===== src/rtl/core/oaa_pkg.sv =====
// Shared types and constants for the oversampled ADC averager.
`timescale 1ns / 1ps
package oaa_pkg;

    localparam int RAW_W  = 12;
    localparam int SUM_W  = 20;
    localparam int CNT_W  = 8;
    localparam int VREF_W = 16;
    localparam int MV_W   = 16;
    localparam int TS_W   = 32;
    localparam int CHAN_W = 3;
    localparam int ACC_W  = RAW_W + VREF_W;

    localparam int APB_DW = 32;
    localparam int APB_AW = 4;

    localparam logic [CHAN_W-1:0] CHANNEL_RST = CHAN_W'(0);
    localparam logic [VREF_W-1:0] VREF_RST    = VREF_W'(3300);
    localparam logic [CNT_W-1:0]  COUNT_RST   = CNT_W'(1);
    localparam logic              ASMV_RST    = 1'b1;

    // rounding bias and divisor of the millivolt scaling
    localparam logic [ACC_W-1:0] ROUND_BIAS = ACC_W'(2047);
    localparam logic [RAW_W-1:0] MV_DIVISOR = RAW_W'(4095);

    typedef enum logic [1:0] {
        OP_INIT  = 2'd0,
        OP_START = 2'd1,
        OP_STOP  = 2'd2,
        OP_RAW   = 2'd3
    } t_opcode;

    typedef enum logic [1:0] {
        STS_OK          = 2'd0,
        STS_BAD_ARG     = 2'd1,
        STS_NOT_INIT    = 2'd2,
        STS_NOT_STARTED = 2'd3
    } t_status;

    typedef enum logic [1:0] {
        REG_CHANNEL = 2'd0,
        REG_VREF    = 2'd1,
        REG_COUNT   = 2'd2,
        REG_ASMV    = 2'd3
    } t_reg_idx;

    typedef struct packed {
        logic [SUM_W-1:0]  sum;
        logic [CNT_W-1:0]  count;
        logic [VREF_W-1:0] vref;
        logic              asmv;
    } t_calc_req;

    typedef struct packed {
        logic              done;
        logic [RAW_W-1:0]  avg;
        logic [MV_W-1:0]   mv;
    } t_calc_rsp;

endpackage


===== src/rtl/core/oaa_calc.sv =====
// Bit-serial average divider, shift-add multiplier and millivolt divider.
`timescale 1ns / 1ps
module oaa_calc (
    input  logic                i_clk,
    input  logic                i_rst_n,
    input  logic                i_start,
    input  oaa_pkg::t_calc_req  i_req,
    output oaa_pkg::t_calc_rsp  o_rsp
);

    localparam int RAW_W  = oaa_pkg::RAW_W;
    localparam int SUM_W  = oaa_pkg::SUM_W;
    localparam int CNT_W  = oaa_pkg::CNT_W;
    localparam int VREF_W = oaa_pkg::VREF_W;
    localparam int MV_W   = oaa_pkg::MV_W;
    localparam int ACC_W  = oaa_pkg::ACC_W;
    localparam int REM_W  = RAW_W;
    localparam int DVD_W  = MV_W;
    localparam int STEP_W = $clog2(DVD_W + 1);

    localparam logic [STEP_W-1:0] AVG_STEPS = STEP_W'(RAW_W);
    localparam logic [STEP_W-1:0] MUL_STEPS = STEP_W'(RAW_W);
    localparam logic [STEP_W-1:0] MV_STEPS  = STEP_W'(MV_W);

    typedef enum logic [2:0] {
        S_IDLE,
        S_AVG,
        S_MUL,
        S_ROUND,
        S_MV
    } t_state;

    t_state              r_state;
    logic [REM_W-1:0]    r_rem;
    logic [DVD_W-1:0]    r_dvd;
    logic [REM_W-1:0]    r_dsr;
    logic [STEP_W-1:0]   r_step;
    logic [ACC_W-1:0]    r_acc;
    logic [RAW_W-1:0]    r_mplr;
    logic [VREF_W-1:0]   r_vref;
    logic                r_asmv;
    logic [RAW_W-1:0]    r_avg;
    logic [MV_W-1:0]     r_mv;
    logic                r_done;

    logic [REM_W:0]      w_rem_sh;
    logic [REM_W+1:0]    w_diff;
    logic                w_ge;
    logic [REM_W-1:0]    w_rem_nx;
    logic [DVD_W-1:0]    w_dvd_nx;
    logic [ACC_W-1:0]    w_acc_mul;
    logic [ACC_W-1:0]    w_acc_rnd;
    logic                w_last;

    // one restoring-division step, shared by both divisions
    assign w_rem_sh = {r_rem, r_dvd[DVD_W-1]};
    assign w_diff   = {1'b0, w_rem_sh} - {2'b00, r_dsr};
    assign w_ge     = ~w_diff[REM_W+1];
    assign w_rem_nx = w_ge ? w_diff[REM_W-1:0] : w_rem_sh[REM_W-1:0];
    assign w_dvd_nx = {r_dvd[DVD_W-2:0], w_ge};

    // MSB-first shift-add
    assign w_acc_mul = {r_acc[ACC_W-2:0], 1'b0}
                     + (r_mplr[RAW_W-1] ? {{(ACC_W-VREF_W){1'b0}}, r_vref} : '0);
    assign w_acc_rnd = r_acc + oaa_pkg::ROUND_BIAS;
    assign w_last    = (r_step == STEP_W'(1));

    always_ff @(posedge i_clk) begin
        if (!i_rst_n) begin
            r_state <= S_IDLE;
            r_done  <= 1'b0;
        end else begin
            case (r_state)
                S_IDLE: begin
                    r_done <= 1'b0;
                    if (i_start) begin
                        // sum < count*4096, so the top bits start below the divisor
                        r_rem  <= {{(REM_W-(SUM_W-RAW_W)){1'b0}}, i_req.sum[SUM_W-1:RAW_W]};
                        r_dvd  <= {i_req.sum[RAW_W-1:0], {(DVD_W-RAW_W){1'b0}}};
                        r_dsr  <= {{(REM_W-CNT_W){1'b0}}, i_req.count};
                        r_vref <= i_req.vref;
                        r_asmv <= i_req.asmv;
                        r_step <= AVG_STEPS;
                        r_state <= S_AVG;
                    end
                end
                S_AVG: begin
                    r_rem  <= w_rem_nx;
                    r_dvd  <= w_dvd_nx;
                    r_done <= w_last & ~r_asmv;
                    if (w_last) begin
                        r_avg <= w_dvd_nx[RAW_W-1:0];
                        if (r_asmv) begin
                            r_mplr  <= w_dvd_nx[RAW_W-1:0];
                            r_acc   <= '0;
                            r_step  <= MUL_STEPS;
                            r_state <= S_MUL;
                        end else begin
                            r_mv    <= '0;
                            r_state <= S_IDLE;
                        end
                    end else begin
                        r_step <= r_step - STEP_W'(1);
                    end
                end
                S_MUL: begin
                    r_done <= 1'b0;
                    r_acc  <= w_acc_mul;
                    r_mplr <= {r_mplr[RAW_W-2:0], 1'b0};
                    r_step <= r_step - STEP_W'(1);
                    if (w_last) begin
                        r_state <= S_ROUND;
                    end
                end
                S_ROUND: begin
                    // dividend < 4095 * 2^16, so the quotient fits 16 bits
                    r_done  <= 1'b0;
                    r_rem   <= w_acc_rnd[ACC_W-1:DVD_W];
                    r_dvd   <= w_acc_rnd[DVD_W-1:0];
                    r_dsr   <= oaa_pkg::MV_DIVISOR;
                    r_step  <= MV_STEPS;
                    r_state <= S_MV;
                end
                S_MV: begin
                    r_rem  <= w_rem_nx;
                    r_dvd  <= w_dvd_nx;
                    r_step <= r_step - STEP_W'(1);
                    r_done <= w_last;
                    if (w_last) begin
                        r_mv    <= w_dvd_nx;
                        r_state <= S_IDLE;
                    end
                end
                default: begin
                    r_done  <= 1'b0;
                    r_state <= S_IDLE;
                end
            endcase
        end
    end

    assign o_rsp.done = r_done;
    assign o_rsp.avg  = r_avg;
    assign o_rsp.mv   = r_mv;

endmodule


===== src/rtl/core/oversampled_adc_averager.sv =====
// Top level of the oversampled ADC averager: command handling, config port, result register.
`timescale 1ns / 1ps
// Commands are taken one at a time. Stop and a conversion that does not complete the
// oversample count leave the block idle and can arrive back to back. Init, start and a
// rejected conversion pass through the emit state, which puts a status result into the
// output register once it is free, so such commands are never taken back to back.
// A conversion that completes the count runs the bit-serial arithmetic: an average
// divide, then with millivolt scaling enabled a shift-add multiply, a rounding step and a
// divide by 4095; the result then enters the output register through the emit state once
// that register is free. A finished result waits in the output register while the
// next command is taken.
module oversampled_adc_averager (
    input  logic                          i_clk,
    input  logic                          i_rst_n,
    input  logic                          i_in_valid,
    output logic                          o_in_ready,
    input  logic [1:0]                    i_opcode,
    input  logic [oaa_pkg::RAW_W-1:0]     i_raw_sample,
    input  logic [oaa_pkg::TS_W-1:0]      i_timestamp_us,
    output logic                          o_out_valid,
    input  logic                          i_out_ready,
    output logic [1:0]                    o_status,
    output logic [oaa_pkg::RAW_W-1:0]     o_average_raw,
    output logic [oaa_pkg::MV_W-1:0]      o_millivolt,
    output logic [oaa_pkg::TS_W-1:0]      o_sample_time_us,
    output logic                          o_sample_valid,
    input  logic                          psel,
    input  logic                          penable,
    input  logic                          pwrite,
    input  logic [oaa_pkg::APB_AW-1:0]    paddr,
    input  logic [oaa_pkg::APB_DW-1:0]    pwdata,
    output logic [oaa_pkg::APB_DW-1:0]    prdata,
    output logic                          pready
);

    localparam int RAW_W  = oaa_pkg::RAW_W;
    localparam int SUM_W  = oaa_pkg::SUM_W;
    localparam int CNT_W  = oaa_pkg::CNT_W;
    localparam int VREF_W = oaa_pkg::VREF_W;
    localparam int MV_W   = oaa_pkg::MV_W;
    localparam int TS_W   = oaa_pkg::TS_W;
    localparam int CHAN_W = oaa_pkg::CHAN_W;
    localparam int APB_DW = oaa_pkg::APB_DW;

    typedef enum logic [1:0] {
        S_IDLE,
        S_CALC,
        S_EMIT
    } t_state;

    // configuration
    logic [CHAN_W-1:0]    r_cfg_channel;
    logic [VREF_W-1:0]    r_cfg_vref;
    logic [CNT_W-1:0]     r_cfg_count;
    logic                 r_cfg_asmv;

    // run state
    t_state               r_state;
    logic                 r_is_init;
    logic                 r_is_started;
    logic [SUM_W-1:0]     r_sum;
    logic [CNT_W-1:0]     r_taken;
    logic [VREF_W-1:0]    r_run_vref;
    logic [CNT_W-1:0]     r_run_count;
    logic                 r_run_asmv;

    // pending and output results
    oaa_pkg::t_status     r_pend_status;
    logic                 r_pend_sv;
    logic [TS_W-1:0]      r_pend_ts;
    logic                 r_out_valid;
    oaa_pkg::t_status     r_out_status;
    logic [RAW_W-1:0]     r_out_avg;
    logic [MV_W-1:0]      r_out_mv;
    logic [TS_W-1:0]      r_out_ts;
    logic                 r_out_sv;

    logic                 w_cfg_wr;
    oaa_pkg::t_reg_idx    w_cfg_idx;
    logic                 w_accept;
    logic [SUM_W-1:0]     w_sum_nx;
    logic [CNT_W-1:0]     w_taken_nx;
    logic                 w_complete;
    logic                 w_calc_start;
    logic                 w_slot_free;
    oaa_pkg::t_calc_req   w_req;
    oaa_pkg::t_calc_rsp   w_rsp;

    assign pready    = 1'b1;
    assign w_cfg_wr  = psel & penable & pwrite & pready;
    assign w_cfg_idx = oaa_pkg::t_reg_idx'(paddr[3:2]);

    always_ff @(posedge i_clk) begin
        if (!i_rst_n) begin
            r_cfg_channel <= oaa_pkg::CHANNEL_RST;
            r_cfg_vref    <= oaa_pkg::VREF_RST;
            r_cfg_count   <= oaa_pkg::COUNT_RST;
            r_cfg_asmv    <= oaa_pkg::ASMV_RST;
        end else if (w_cfg_wr) begin
            case (w_cfg_idx)
                oaa_pkg::REG_CHANNEL: r_cfg_channel <= pwdata[CHAN_W-1:0];
                oaa_pkg::REG_VREF:    r_cfg_vref    <= pwdata[VREF_W-1:0];
                oaa_pkg::REG_COUNT:   r_cfg_count   <= pwdata[CNT_W-1:0];
                oaa_pkg::REG_ASMV:    r_cfg_asmv    <= pwdata[0];
                default: ;
            endcase
        end
    end

    always_comb begin
        case (w_cfg_idx)
            oaa_pkg::REG_CHANNEL: prdata = APB_DW'(r_cfg_channel);
            oaa_pkg::REG_VREF:    prdata = APB_DW'(r_cfg_vref);
            oaa_pkg::REG_COUNT:   prdata = APB_DW'(r_cfg_count);
            oaa_pkg::REG_ASMV:    prdata = APB_DW'(r_cfg_asmv);
            default:              prdata = '0;
        endcase
    end

    assign o_in_ready  = (r_state == S_IDLE);
    assign w_accept    = i_in_valid & o_in_ready;
    assign w_sum_nx    = r_sum + {{(SUM_W-RAW_W){1'b0}}, i_raw_sample};
    assign w_taken_nx  = r_taken + CNT_W'(1);
    // run count is non-zero once initialised
    assign w_complete  = (w_taken_nx >= r_run_count);
    assign w_calc_start = w_accept && (oaa_pkg::t_opcode'(i_opcode) == oaa_pkg::OP_RAW)
                        && r_is_init && r_is_started && w_complete;
    assign w_slot_free = ~r_out_valid | i_out_ready;

    assign w_req.sum   = w_sum_nx;
    assign w_req.count = r_run_count;
    assign w_req.vref  = r_run_vref;
    assign w_req.asmv  = r_run_asmv;

    oaa_calc u_calc (
        .i_clk   (i_clk),
        .i_rst_n (i_rst_n),
        .i_start (w_calc_start),
        .i_req   (w_req),
        .o_rsp   (w_rsp)
    );

    always_ff @(posedge i_clk) begin
        if (!i_rst_n) begin
            r_state      <= S_IDLE;
            r_is_init    <= 1'b0;
            r_is_started <= 1'b0;
            r_sum        <= '0;
            r_taken      <= '0;
            r_run_vref   <= '0;
            r_run_count  <= '0;
            r_run_asmv   <= 1'b0;
            r_out_valid  <= 1'b0;
        end else begin
            // in S_EMIT a drained register is reloaded below instead
            if (r_out_valid && i_out_ready && r_state != S_EMIT) begin
                r_out_valid <= 1'b0;
            end
            case (r_state)
                S_IDLE: begin
                    if (w_accept) begin
                        r_pend_sv <= w_calc_start;
                        r_pend_ts <= w_calc_start ? i_timestamp_us : '0;
                        case (oaa_pkg::t_opcode'(i_opcode))
                            oaa_pkg::OP_INIT: begin
                                r_state <= S_EMIT;
                                if (r_cfg_vref == '0 || r_cfg_count == '0) begin
                                    r_pend_status <= oaa_pkg::STS_BAD_ARG;
                                end else begin
                                    r_pend_status <= oaa_pkg::STS_OK;
                                    r_is_init     <= 1'b1;
                                    r_is_started  <= 1'b0;
                                    r_sum         <= '0;
                                    r_taken       <= '0;
                                    r_run_vref    <= r_cfg_vref;
                                    r_run_count   <= r_cfg_count;
                                    r_run_asmv    <= r_cfg_asmv;
                                end
                            end
                            oaa_pkg::OP_START: begin
                                r_state <= S_EMIT;
                                if (!r_is_init) begin
                                    r_pend_status <= oaa_pkg::STS_NOT_INIT;
                                end else begin
                                    r_pend_status <= oaa_pkg::STS_OK;
                                    r_is_started  <= 1'b1;
                                end
                            end
                            oaa_pkg::OP_STOP: begin
                                r_is_started <= 1'b0;
                                r_sum        <= '0;
                                r_taken      <= '0;
                            end
                            oaa_pkg::OP_RAW: begin
                                if (!r_is_init) begin
                                    r_pend_status <= oaa_pkg::STS_NOT_INIT;
                                    r_state       <= S_EMIT;
                                end else if (!r_is_started) begin
                                    r_pend_status <= oaa_pkg::STS_NOT_STARTED;
                                    r_state       <= S_EMIT;
                                end else if (w_complete) begin
                                    r_pend_status <= oaa_pkg::STS_OK;
                                    r_sum         <= '0;
                                    r_taken       <= '0;
                                    r_state       <= S_CALC;
                                end else begin
                                    r_sum   <= w_sum_nx;
                                    r_taken <= w_taken_nx;
                                end
                            end
                            default: ;
                        endcase
                    end
                end
                S_CALC: begin
                    if (w_rsp.done) begin
                        r_state <= S_EMIT;
                    end
                end
                S_EMIT: begin
                    if (w_slot_free) begin
                        r_out_valid  <= 1'b1;
                        r_out_status <= r_pend_status;
                        r_out_avg    <= r_pend_sv ? w_rsp.avg : '0;
                        r_out_mv     <= r_pend_sv ? w_rsp.mv : '0;
                        r_out_ts     <= r_pend_ts;
                        r_out_sv     <= r_pend_sv;
                        r_state      <= S_IDLE;
                    end
                end
                default: begin
                    r_state <= S_IDLE;
                end
            endcase
        end
    end

    assign o_out_valid      = r_out_valid;
    assign o_status         = r_out_status;
    assign o_average_raw    = r_out_avg;
    assign o_millivolt      = r_out_mv;
    assign o_sample_time_us = r_out_ts;
    assign o_sample_valid   = r_out_sv;

    a_started_needs_init: assert property (@(posedge i_clk) disable iff (!i_rst_n)
        r_is_started |-> r_is_init)
        else $error("started without init");

    a_count_in_range: assert property (@(posedge i_clk) disable iff (!i_rst_n)
        r_is_init |-> (r_run_count != '0 && r_taken < r_run_count))
        else $error("sample count outside the run count");

    a_done_in_calc: assert property (@(posedge i_clk) disable iff (!i_rst_n)
        w_rsp.done |-> (r_state == S_CALC))
        else $error("arithmetic finished outside the calc wait");

    a_start_enters_calc: assert property (@(posedge i_clk) disable iff (!i_rst_n)
        w_calc_start |=> (r_state == S_CALC && !w_rsp.done))
        else $error("calc start did not enter the calc wait");

endmodule


===== config.mk =====
export PLATFORM = sky130hd
export DESIGN_NAME = oversampled_adc_averager
export DESIGN_NICKNAME = d
export VERILOG_FILES = /design/src/rtl/core/oaa_pkg.sv /design/src/rtl/core/oaa_calc.sv /design/src/rtl/core/oversampled_adc_averager.sv
export SDC_FILE = /design/constraint.sdc
export NUM_CORES = 1
export LEC_CHECK = 0
export BUFFER_PORTS_ARGS = -buffer_cell sky130_fd_sc_hd__buf_4
export CORE_AREA = 4 4 194 158
export CTS_BUF_LIST = sky130_fd_sc_hd__clkbuf_8
export CTS_CLUSTER_DIAMETER = 150
export CTS_CLUSTER_SIZE = 40
export DETAILED_ROUTE_END_ITERATION = 7
export DIE_AREA = 0 0 198 162
export HOLD_SLACK_MARGIN = 0.06
export PLACE_DENSITY = 0.75
export SETUP_SLACK_MARGIN = 0.5
export SYNTH_ARGS = -nofsm -noshare
export SYNTH_HDL_FRONTEND = slang
export SYNTH_SLANG_ARGS = --single-unit

===== constraint.sdc =====
create_clock -name i_clk -period 13.3 [get_ports i_clk]
set_clock_uncertainty 0.2 [all_clocks]
set_input_delay 1.33 -clock i_clk [delete_from_list [all_inputs] [get_ports i_clk]]
set_output_delay 1.33 -clock i_clk [all_outputs]
set_load 0.1 [all_outputs]

Word level (Yosys, flattened, before mapping)
Cells that the tools add are included.

storage, ports and cells
  register bits = 318
  input bits = 89
  output and inout bits = 98
  word-level logic and storage cells = 183

cells by class
  add/subtract/negate cells = 6
  order comparisons = 1
  equality and inequality tests = 31
  mux-type cells = 60
  bitwise operators = 9
  reduce and logical (&&, ||, !) cells = 43

operators by type and width
  cell                      count
  $pmux W32 S4              1
  $mux W16                  5
  $mux W20                  4
  $mux W12                  5
  $pmux W20 S3              1
  $mux W28                  2
  $pmux W28 S2              1
  $pmux W12 S2              2
  $pmux W16 S3              1
  $pmux W12 S3              1
  $mux W8                   4
  $pmux W16 S2              1
  $add A28 B11 Y28 const B  1
  $add A28 B28 Y28          1
  $pmux W8 S3               1
  $mux W2                   11
  $add A20 B12 Y20          1
  $pmux W5 S4               1
  $reduce_and A5 Y1         4
  $reduce_and A3 Y1         6
  $logic_not A16 Y1         1
  $ne A2 B2 Y1 const B      8
  $reduce_and A4 Y1         4
  $mux W5                   3
  other kinds (35)          80

Longest topological paths before layout
Gate-level depths: netlist of run 1.

  word-level depth = 8
  depth in mapped cells = 12
  gate-level depth less buffers = 11

Hierarchy
From an unflattened synthesis of run 1, not the netlist that was laid out.

second synthesis, totals
  cells, all modules = 1469
  area, all modules = 15638.7 um^2

by module, submodules not included
  module                    instances  cells an instance  area an instance (um^2)  sequential area each (um^2)
  oversampled_adc_averager  1          741                7951.4                   4664.5
  oaa_calc                  1          728                7687.4                   3893.7

Least setup slack after synthesis of run 1
No wires, ideal clock.

  path kind = input to register
  from = input i_rst_n
  to = register r_out_avg[0] (netlist: o_average_raw[0]) (enable)
  setup time = 575 ps
  data arrival time = 6532 ps
  required time = 12525 ps
  path slack = 5993 ps
  cell stages on the path = 4
  path buffers = 2
  cell sequence = clkbuf_1 inv_1 clkbuf_1 nor3b_1

on the way
  longest elaborated chain between the ends = 1

RTL lines
  what                         RTL line                         text
  start, declared              oversampled_adc_averager.sv:14   input logic i_rst_n,
  $reduce_and A3 Y1 (no line)  --
  end signal, assigned         oversampled_adc_averager.sv:224  r_out_avg <= r_pend_sv ? w_rsp.avg : '0;
  end, declared                oversampled_adc_averager.sv:73   logic [RAW_W-1:0] r_out_avg;

Every way passes these cells.
A chain may end at the register's enable or synchronous reset.

Final worst setup path of run 1
  from = register r_taken[0]
  to = register u_calc.r_vref[4] (enable)

on the way
  longest elaborated chain between the ends = 4

RTL lines
  what                         RTL line                         text
  start, declared              oversampled_adc_averager.sv:62   logic [CNT_W-1:0] r_taken;
  start signal, assigned       oversampled_adc_averager.sv:208  r_taken <= w_taken_nx;
  $add A8 B1 Y8                oversampled_adc_averager.sv:123  assign w_taken_nx = r_taken + CNT_W'(1);
  $ge A8 B8 Y1                 oversampled_adc_averager.sv:125  assign w_complete = (w_taken_nx >= r_run_count);
  $logic_and A1 B1 Y1          oversampled_adc_averager.sv:127  && r_is_init && r_is_started && w_complete;
  via u_calc.i_start           oaa_calc.sv:6                    input logic i_start,
  $reduce_and A3 Y1 (no line)  --
  end signal, assigned         oaa_calc.sv:81                   r_vref <= i_req.vref;
  end, declared                oaa_calc.sv:40                   logic [VREF_W-1:0] r_vref;

The timed path passes the listed nets, and every way through them passes these cells.

==> results.py, run 1 <==
metrics = {
    "power": {
        "ir_drop_uv": 70.4,
        "p_per_area_nw_per_um2": 90.1,
        "leakage_nw": 6.75,
    },
    "timing": {
        "maxClockFrequency_mhz": 230,
        "timing.hold.ws_ns": 0.222,
        "slew_violations": 0,
        "finalSetupViolCount": 0,
        "hold_viol": 0,
        "finalCriticalPeriod_ns": 4.35,
        "fin_crit_sh_pct": 32.7,
        "relSlewSlack_pct": 18.6,
        "rsz0062_at_grt": "no",
        "tns_ns": 0,
        "tightest_slew_ns": 1.22,
    },
    "floorplan": {
        "rows": 56,
        "die_h_um": 162,
        "ios": 187,
        "core-area_um2": 28900,
        "die_w_um": 198,
        "dieArea_um2": 32100,
        "initial_core_util_pct": 54.1,
    },
    "global_routing": {
        "grtUsageTotal_pct": 20.8,
        "top_usage_layer": "met2",
        "grt_use_met3_pct": 2.80,
        "grt_pass1_vias": 10500,
        "grt-ovfl-total": 0,
        "grtUsageMet1_pct": 30.2,
        "antenna_found_initial": 0,
        "use_met2_pct": 33.6,
        "grt_pass1_wl_um": 54700,
        "grt_max_degree": 64,
    },
    "clock_tree": {
        "clk_pin_slew_ns": 0.26,
        "cts_buffer_depth": 3,
        "worst_skew_pair.late_latency_ns": 0.60,
        "cts_hold_buf": 0,
        "cts_setup_buffers": 0,
        "root_buffer": "clkbuf_8",
        "htreeDepth": 1,
        "tritoncts": "yes",
        "cts_sinks": 315,
        "cts-buffers-inserted": 11,
        "cts_resized": 0,
    },
    "layout": {
        "postLayoutCellArea_um2": 17200,
        "drive_gt1_share_pct": 14.0,
        "num_antenna_cells": 0,
        "area_growth_pct": 9.89,
        "stdcell_count": 1922,
        "final_nets": 1684,
    },
    "place": {
        "gp_congestion": 0.958,
        "io_buffers": 151,
        "dp_hpwl_um": 25100,
        "post_dp_cell_area_um2": 17000,
        "dpl.cell_count": 1905,
    },
    "drt": {
        "drtPass1Iterations": 5,
        "drt_iter0_markers": 1016,
        "ant_nets": 0,
        "wl_um": 34300,
        "vias": 11000,
        "route.detailed.drc": 0,
        "wire_per_inst_um": 17.8,
        "via_per_inst": 5.74,
    },
    "synthesis": {
        "netlist-cell-type-count": 84,
        "synth_top_area_share_pct": 43.3,
        "synth-edff-count": 225,
        "async_flop_share_pct": 0,
        "yosysTopAreaCell": "edfxtp_1",
        "seq_area_frac_synth_pct": 54.8,
        "syn_inst": 1434,
        "ys_top_cells_by_count": "edfxtp_1, nand2_1, nor2_1, dfxtp_1, a21oi_1",
        "synth_area_leaders": "edfxtp_1, dfxtp_1, ha_1",
        "ys_seq_elements": 315,
        "ys_warn_count": 0,
        "postSynthAreaPerCell_um2": 10.9,
        "syn_area_um2": 15600,
        "synth-main-ff-cell": "edfxtp_1",
        "yosys.cell_count.top_type": "edfxtp_1",
    },
    "setup_path": {
        "cp.required_ns": 13.31,
        "crit_type": "register to register",
        "cp-start-kind": "register",
        "cp_max_fo": 38,
        "crit_path_end_kind": "register",
        "cp.arrival_ns": 4.36,
    },
    "run": {
        "drv_cap": 0,
    },
    "status": {
        "status": "complete, no violations",
    },
    "min_path": {
        "holdCritPathClass": "register to register",
    },
}
==> path summary, 6_finish.rpt <==
| path | to | slack (ns) | startpoint | cells past startpoint |
|---|---|---|---|---|
| max reg2reg | u_calc.r_vref[4]$_DFFE_PP_ | 8.95 | r_taken[0]$_SDFFE_PN0P_ | 11 |
| min reg2reg | u_calc.r_vref[10]$_DFFE_PP_ | 0.22 | r_run_vref[10]$_SDFFE_PN0P_ | 0 |
| min | u_calc.r_vref[10]$_DFFE_PP_ | 0.22 | r_run_vref[10]$_SDFFE_PN0P_ | 0 |
| max | u_calc.r_vref[4]$_DFFE_PP_ | 8.95 | r_taken[0]$_SDFFE_PN0P_ | 11 |
==> cell type report <==
| class | count | area [um2] |
|---|---|---|
| fillers | 2412 | 11700 |
| flip-flops and latches | 315 | 8560 |
| multi-input cells | 1006 | 6560 |
| repair buffers | 165 | 1240 |
| well taps | 377 | 472 |
| inverters | 42 | 158 |
| clock buffers | 11 | 151 |
| clock inverters | 6 | 25.0 |
==> flip-flops by register name (all words and copies together) (netlist names), 12 cells and up <==
signal and flops:
o_sample_time_us 32, u_calc.r_mv 16, r_run_vref 16, o_average_raw 12
u_calc.r_avg 12, r_sum 20, o_millivolt 16, r_pend_ts 32
u_calc.r_acc 28, r_cfg_vref 16, u_calc.r_vref 16, u_calc.r_dvd 16
u_calc.r_rem 12, u_calc.r_mplr 12
==> through the flow <==
stage	setup slack [ns]	power, mW	util (%)
after CTS	8.96	1.56	59.4
after detailed placement	9.00	1.22	58.8
final	8.95	1.55	59.4
after global routing	8.70	1.60	59.4
after global placement	9.05	1.22	58.8
after floorplan	5.99	1.19	-
==> per-layer routing <==
metal	vias up	routed length [um]
met2	303	15900
li1	5382	-
met4	0	749
met3	51	1650
met1	5299	15900
met5	-	0
==> logic make-up after synthesis <==
logic type,share of synthesized area (%)
mux,3.50
other cells,0.0481
xor+xnor,3.70
simple gates,18.3
buf+inv,3.73
fa+ha+maj,4.47
flops,54.8
compound gates,11.5
==> report_power, final <==
group	switching [mW]	leakage, nW	internal [mW]
Clock	0.269	0.110	0.0796
Sequential	0.00551	2.80	1.05
Combinational	0.102	3.84	0.0346
Total	0.377	6.75	1.17
==> critical path, stage by stage (launching register included) <==
cell and delay, ns:
dfxtp_1 0.45, ha_1 0.26, nand3_1 0.14, and2_1 0.19
or2_2 0.30, ha_1 0.28, nand2_1 0.05, nor3_2 0.47
a21o_1 0.19, buf_4 0.33, and2_1 0.26, and4b_1 0.85
==> placed cells by master (no fill, tap or decap), types with 7 or more instances in the layout <==
master	synthesis	routed
a21o_1	14	14
o221ai_1	12	12
nand2b_1	14	14
a21oi_1	67	67
a31oi_1	9	9
nor3_1	25	25
nand3_1	32	32
a211oi_1	11	11
nand2_1	148	148
or2_2	10	10
xnor2_1	39	39
o21a_1	13	13
a22oi_1	19	19
nor2_1	117	116
ha_1	51	51
edfxtp_1	225	225
buf_4	20	165
and2_1	57	57
o21ai_0	44	44
dfxtp_1	90	90
nand4_1	10	10
clkbuf_8	0	11
nor4_1	9	9
mux2i_1	49	49
o31ai_1	8	8
or3_1	9	9
inv_1	41	45
nor2b_1	22	22
conb_1	2	17
and3_1	54	54
xor2_1	27	27
o211ai_1	14	14
or4_1	7	7
Power figures use the tool's default switching activity.
==> run 2: changes to the inputs <==
- ABC_AREA: default -> 1
- CORE_AREA: 4 4 194 158 -> 4 4 197 161
- DIE_AREA: 0 0 198 162 -> 0 0 201 165
- clock period: 13.3 -> 4.45 ns (I/O delays scaled with it)
==> run 2 against run 1 <==
Effect of this change:
- design area increased by 7.1%
- worst hold slack worse by 0.14 ns
- die area increased by 3.4%
- wire length up 15%
- total power increased to 3.3 times the previous value
- non-clock buffer count up 54
- count of clock-buffer cells in the layout unchanged
- critical path depth increased by 2
- synthesized cell count rose by 33%
- first-iteration DRC count rose by 18%
- critical path type unchanged
==> results.py, run 2 <==
metrics = {
    "status": {
        "status": "complete, no violations",
    },
    "global_routing": {
        "antenna_found_initial": 0,
        "grt-ovfl-total": 0,
        "grt_pass1_vias": 12600,
        "grt_max_degree": 62,
        "grtUsageTotal_pct": 23.3,
        "grt_pass1_wl_um": 63400,
    },
    "layout": {
        "stdcell_count": 2471,
        "final_nets": 2227,
        "utilization_pct": 61.5,
        "drive_gt1_share_pct": 11.5,
        "num_antenna_cells": 0,
        "final_common_cell": "nand2_1",
        "final_cell_mix": "nand2_1, inv_1, edfxtp_1, nor2_1, buf_4",
        "area_growth_pct": 13.3,
    },
    "drt": {
        "wl_um": 39500,
        "wire_per_inst_um": 16.0,
        "routed-wl-met2_um": 18500,
        "drtPass1Iterations": 5,
        "met3_length_um": 2660,
        "vias": 13100,
        "drt_iter0_markers": 1203,
        "via_per_inst": 5.32,
        "route.detailed.drc": 0,
        "wl_met1_um": 17500,
        "maxUsedRoutingLayer": "met4",
        "ant_nets": 0,
    },
    "place": {
        "dpl.cell_count": 2398,
        "io_buffers": 151,
        "gp_congestion": 0.972,
        "dp_hpwl_um": 28700,
    },
    "timing": {
        "tightest_slew_ns": 0.984,
        "rsz0062_at_grt": "no",
        "maxClockFrequency_mhz": 290,
        "finalCriticalPeriod_ns": 3.45,
        "finalSetupViolCount": 0,
        "relSlewSlack_pct": 34.4,
        "hold_viol": 0,
        "tns_ns": 0,
        "slew_violations": 0,
        "fin_crit_sh_pct": 77.4,
    },
    "synthesis": {
        "syn_inst": 1903,
        "synth-main-ff-cell": "edfxtp_1",
        "synth_top_area_share_pct": 41.7,
        "ys_seq_elements": 315,
        "syn_area_um2": 16200,
        "ys_top_cells_by_count": "nand2_1, inv_1, edfxtp_1, nor2_1, nand3_1",
        "seq_area_frac_synth_pct": 52.8,
        "postSynthAreaPerCell_um2": 8.52,
        "async_flop_share_pct": 0,
        "synth-edff-count": 225,
        "synth_area_leaders": "edfxtp_1, dfxtp_1, nand2_1",
        "ys_warn_count": 0,
        "yosys.cell_count.top_type": "nand2_1",
        "netlist-cell-type-count": 53,
        "yosysTopAreaCell": "edfxtp_1",
    },
    "floorplan": {
        "die_w_um": 201,
        "core-area_um2": 29900,
        "die_h_um": 165,
        "dieArea_um2": 33200,
        "rows": 57,
        "initial_core_util_pct": 54.2,
        "ios": 187,
    },
    "power": {
        "leakage_nw": 8.14,
        "finalPower_mw": 5.08,
        "ir_drop_uv": 238,
        "p_per_area_nw_per_um2": 276,
    },
    "setup_path": {
        "cp-start-kind": "register",
        "crit_path_end_kind": "register",
        "reg2reg_depth": 13,
        "crit_type": "register to register",
        "cp.required_ns": 4.47,
        "cp_max_fo": 9,
        "cp.arrival_ns": 3.46,
    },
    "clock_tree": {
        "root_buffer": "clkbuf_8",
        "worst_skew_pair.late_latency_ns": 0.56,
        "cts-buffers-inserted": 11,
        "cts_sinks": 315,
        "cts_resized": 0,
        "tritoncts": "yes",
        "clk_pin_slew_ns": 0.23,
        "cts_setup_buffers": 0,
        "cts_buffer_depth": 3,
        "cts_hold_buf": 56,
        "htreeDepth": 1,
    },
    "run": {
        "drv_cap": 0,
    },
    "min_path": {
        "holdPathStages": 7,
        "holdCritPathClass": "input pin to register",
    },
}
## run 2: cell type report
| cell class | instances | area [um2] |
|---|---|---|
| Fill cell | 2540 | 11500 |
| Sequential cell | 315 | 8560 |
| Multi-Input combinational cell | 1246 | 6280 |
| Timing Repair Buffer | 219 | 1780 |
| Inverter | 291 | 1090 |
| Tap cell | 383 | 479 |
| Clock buffer | 11 | 151 |
| Clock inverter | 6 | 26.3 |
## run 2: final timing paths
path / from / endpoint / slack [ns]
max: r_taken[0]$_SDFFE_PN0P_ / u_calc.r_dsr[5]$_SDFFCE_PP1P_ / 1.00
min: i_in_valid / r_state[1]$_SDFFE_PN0P_ / 0.08
max reg2reg: r_taken[0]$_SDFFE_PN0P_ / u_calc.r_dsr[5]$_SDFFCE_PP1P_ / 1.00
min reg2reg: r_pend_ts[12]$_SDFFCE_PN0P_ / o_sample_time_us[12]$_DFFE_PP_ / 0.25
## run 2: kinds of logic after synthesis
| kind of cell | share of synthesized area [%] |
|---|---|
| other cells | 0.0463 |
| compound gates | 8.60 |
| xor+xnor | 1.46 |
| buf+inv | 9.05 |
| simple gates | 23.7 |
| fa+ha+maj | 4.31 |
| flops | 52.8 |
## run 2: critical path, stage by stage (launching register included)
cell	delay [ns]
dfxtp_1	0.44
ha_1	0.20
nand2_1	0.08
nor2_1	0.17
nand3_1	0.11
xnor2_1	0.16
ha_1	0.28
nand2_1	0.06
o21a_1	0.20
nand2_1	0.19
nand2_1	0.18
inv_1	0.14
nand2_1	0.06
a21oi_1	0.65
## run 2: stage by stage
stage                     worst slack, ns  hold WS [ns]  cell area [um2]
after global placement               1.13         0.200            17600
after floorplan                     0.526         0.200            16300
after global routing                0.803        0.0934            18400
after detailed placement             1.02         0.206            17600
after CTS                            1.00        0.0617            18400
final                                1.00        0.0782            18400
## run 2: report_power, final
part	leakage (nW)	internal, mW	switching [mW]
Combinational	5.29	0.194	0.574
Clock	0.106	0.237	0.820
Sequential	2.75	3.22	0.0362
## run 2: metal layers
| layer | vias to the layer above | global-route usage [%] |
|---|---|---|
| met3 | 54 | 3.71 |
| met1 | 6150 | 31.8 |
| li1 | 6527 | - |
| met4 | 0 | 5.16 |
| met5 | - | 0 |
| met2 | 416 | 39.9 |
==> run 3: changes to the inputs <==
- ABC_AREA: 1 -> 0
- CORE_AREA: 4 4 197 161 -> 4 4 194 158
- DIE_AREA: 0 0 201 165 -> 0 0 198 162
- PLACE_DENSITY: 0.75 -> 0.78
- clock period: 4.45 -> 2.8 ns (I/O delays scaled with it)
==> run 3 against run 2 <==
Effect of this change:
- the run now ends with setup timing left
- sequential share of layout area fell by 6.3 points
- flip-flop and latch count did not move
- final cell count fell by 12%
- combinational power rose by 7.3%
- worst hold slack improved by 0.014 ns
- utilization rose by 12 points
- count of clock-buffer cells in the layout did not move
- non-clock buffer count rose by 189
- first-iteration DRC count rose by 45%
- wire length rose by 22%
- die area fell by 3.3%
- critical endpoint is now r_pend_ts[23]$_SDFFCE_PN0P_
==> results.py, run 3 (synthesis results as in run 1) <==
metrics = {
    "floorplan": {
        "initial_core_util_pct": 54.1,
        "die_w_um": 198,
        "ios": 187,
        "rows": 56,
        "die_h_um": 162,
        "core-area_um2": 28900,
        "dieArea_um2": 32100,
    },
    "timing": {
        "tightest_slew_ns": 0.751,
        "final.setup.worst_slack_ns": -0.0854,
        "fin_crit_sh_pct": 103,
        "tns_ns": -3.47,
        "rsz0062_at_grt": "yes",
        "finalCriticalPeriod_ns": 2.89,
        "relSlewSlack_pct": 49.9,
        "finalSetupViolCount": 89,
        "slew_violations": 0,
        "hold_viol": 0,
        "maxClockFrequency_mhz": 347,
    },
    "global_routing": {
        "grt_pass1_wl_um": 66000,
        "grt_use_met3_pct": 3.21,
        "grtUsageMet1_pct": 34.0,
        "top_usage_layer": "met2",
        "grt_max_degree": 64,
        "grtUsageTotal_pct": 25.4,
        "use_met2_pct": 43.6,
        "grt_pass1_vias": 12400,
        "grt-ovfl-total": 0,
        "antenna_found_initial": 1,
    },
    "power": {
        "ir_drop_uv": 440,
        "p_per_area_nw_per_um2": 356,
        "leakage_nw": 8.17,
    },
    "setup_path": {
        "timing.rr.end": "r_pend_ts[23]$_SDFFCE_PN0P_",
        "cp.arrival_ns": 3.07,
        "cp.required_ns": 2.98,
        "cp_max_fo": 7,
        "cp-start-kind": "register",
        "slowest_stage": "dfxtp_4",
        "crit_path_end_kind": "register",
        "crit_type": "register to register",
        "r2r_slack_ns": -0.09,
        "path_cells": "ha_4 -> buf_6 -> xor2_2 -> ha_1 -> a211o_4 -> a21o_4 -> buf_6 -> buf_8 -> buf_12 -> clkbuf_16 -> and3_4",
        "reg2reg_depth": 11,
        "rr_startpoint": "r_taken[1]$_SDFFE_PN0P_",
        "path_common_cell": "buf_6",
        "cpPeakStageDelay_ns": 0.42,
    },
    "clock_tree": {
        "htreeDepth": 1,
        "worst_skew_pair.late_latency_ns": 0.61,
        "cts-buffers-inserted": 11,
        "root_buffer": "clkbuf_8",
        "clk_pin_slew_ns": 0.23,
        "cts_buffer_depth": 3,
        "cts_sinks": 315,
        "tritoncts": "yes",
    },
    "drt": {
        "via_per_inst": 6.24,
        "route.detailed.drc": 0,
        "vias": 13500,
        "wire_per_inst_um": 22.3,
        "drt_iter0_markers": 1747,
        "wl_um": 48300,
        "ant_nets": 0,
        "drtPass1Iterations": 8,
    },
    "min_path": {
        "holdPathStages": 5,
        "holdCritPathClass": "input pin to register",
        "min_from": "paddr[2]",
        "whs_endpoint": "r_cfg_count[1]$_SDFFE_PN0P_",
    },
    "run": {
        "drv_cap": 0,
    },
    "place": {
        "dpl.cell_count": 1950,
        "io_buffers": 151,
        "preCtsSetupSlack_ns": -0.0282,
        "post_dp_cell_area_um2": 18000,
        "gp_congestion": 0.943,
        "dp_hpwl_um": 26700,
    },
    "layout": {
        "num-fill-cells": 1708,
        "final_cell_mix": "buf_4, edfxtp_1, nand2_1, nor2_1, dlygate4sd3_1",
        "final_nets": 1928,
        "stdcell_count": 2166,
        "area_growth_pct": 36.5,
        "drive_gt1_share_pct": 34.0,
        "final_common_cell": "buf_4",
        "postLayoutCellArea_um2": 21300,
        "num_antenna_cells": 0,
    },
    "status": {
        "violations": "setup timing",
        "status": "finished with violations",
    },
}
## run 3: worst max-delay path by stage
| stage | from | cells after the start | end |
|---|---|---|---|
| 6_report | r_taken[1]$_SDFFE_PN0P_ | 11 | r_pend_ts[23]$_SDFFCE_PN0P_ |
| 3_3_place_gp | r_taken[2]$_SDFFE_PN0P_ | 12 | u_calc.r_step[1]$_DFFE_PP_ |
| 2_1_floorplan | r_taken[1]$_SDFFE_PN0P_ | 11 | u_calc.r_dvd[0]$_DFFE_PP_ |
| 5_1_grt | r_taken[1]$_SDFFE_PN0P_ | 13 | r_sum[16]$_SDFFE_PN0P_ |
| 3_5_place_dp | r_taken[2]$_SDFFE_PN0P_ | 11 | r_pend_status[0]$_DFFE_PP_ |
| 4_1_cts | r_taken[1]$_SDFFE_PN0P_ | 11 | u_calc.r_vref[2]$_DFFE_PP_ |
## run 3: cell type report
cell class,count,area [um2],share of cell area [%]
timing repair inverter,1,8.76,0.0411
multi-input combinational,1006,8110,38.0
clock inverter,6,25.0,0.117
clock buffer,11,151,0.710
tap,377,472,2.21
sequential,315,8590,40.3
timing repair buffer,408,3790,17.8
inverter,42,168,0.787
## run 3: per-stage QoR
stage               power, mW  util (%)  hold WS (ns)
global placement         5.80      62.4         0.200
floorplan                5.64         -         0.200
detailed placement       5.81      62.4         0.205
global route             7.78      73.8         0.101
CTS                      7.52      70.5        0.0711
finish                   7.59      73.8        0.0922
## run 3: layer usage
metal / vias to the layer above / routed length, um
li1: 5877 / -
met5: - / 0
met3: 246 / 4510
met2: 937 / 23300
met1: 6449 / 18000
met4: 0 / 2610
## run 3: repair_timing
action | in CTS | in global routing
endpoints found under the setup margin | 166 | 280
hold buffers | 90 | 0
endpoints found under the hold margin | 78 | 0
gates resized for setup | 124 | 124
cloned | 6 | 6
buffers inserted | 61 | 37
pin swaps | 52 | 76
## run 3: worst max-delay path: cells and delay by family (launching register included)
family | cells | cell delay, ns
AO/OA/AOI/OAI | 2 | 0.60
XOR/XNOR | 1 | 0.15
adder cells (fa/ha/maj) | 2 | 0.49
buffers and inverters | 5 | 0.66
flip-flops | 1 | 0.42
AND/OR/NAND/NOR | 1 | 0.16
## run 3: power by group
group	total, mW	internal, mW	switching (mW)
logic	0.824	0.266	0.557
registers	5.03	5.00	0.0305
clock network	1.73	0.379	1.35
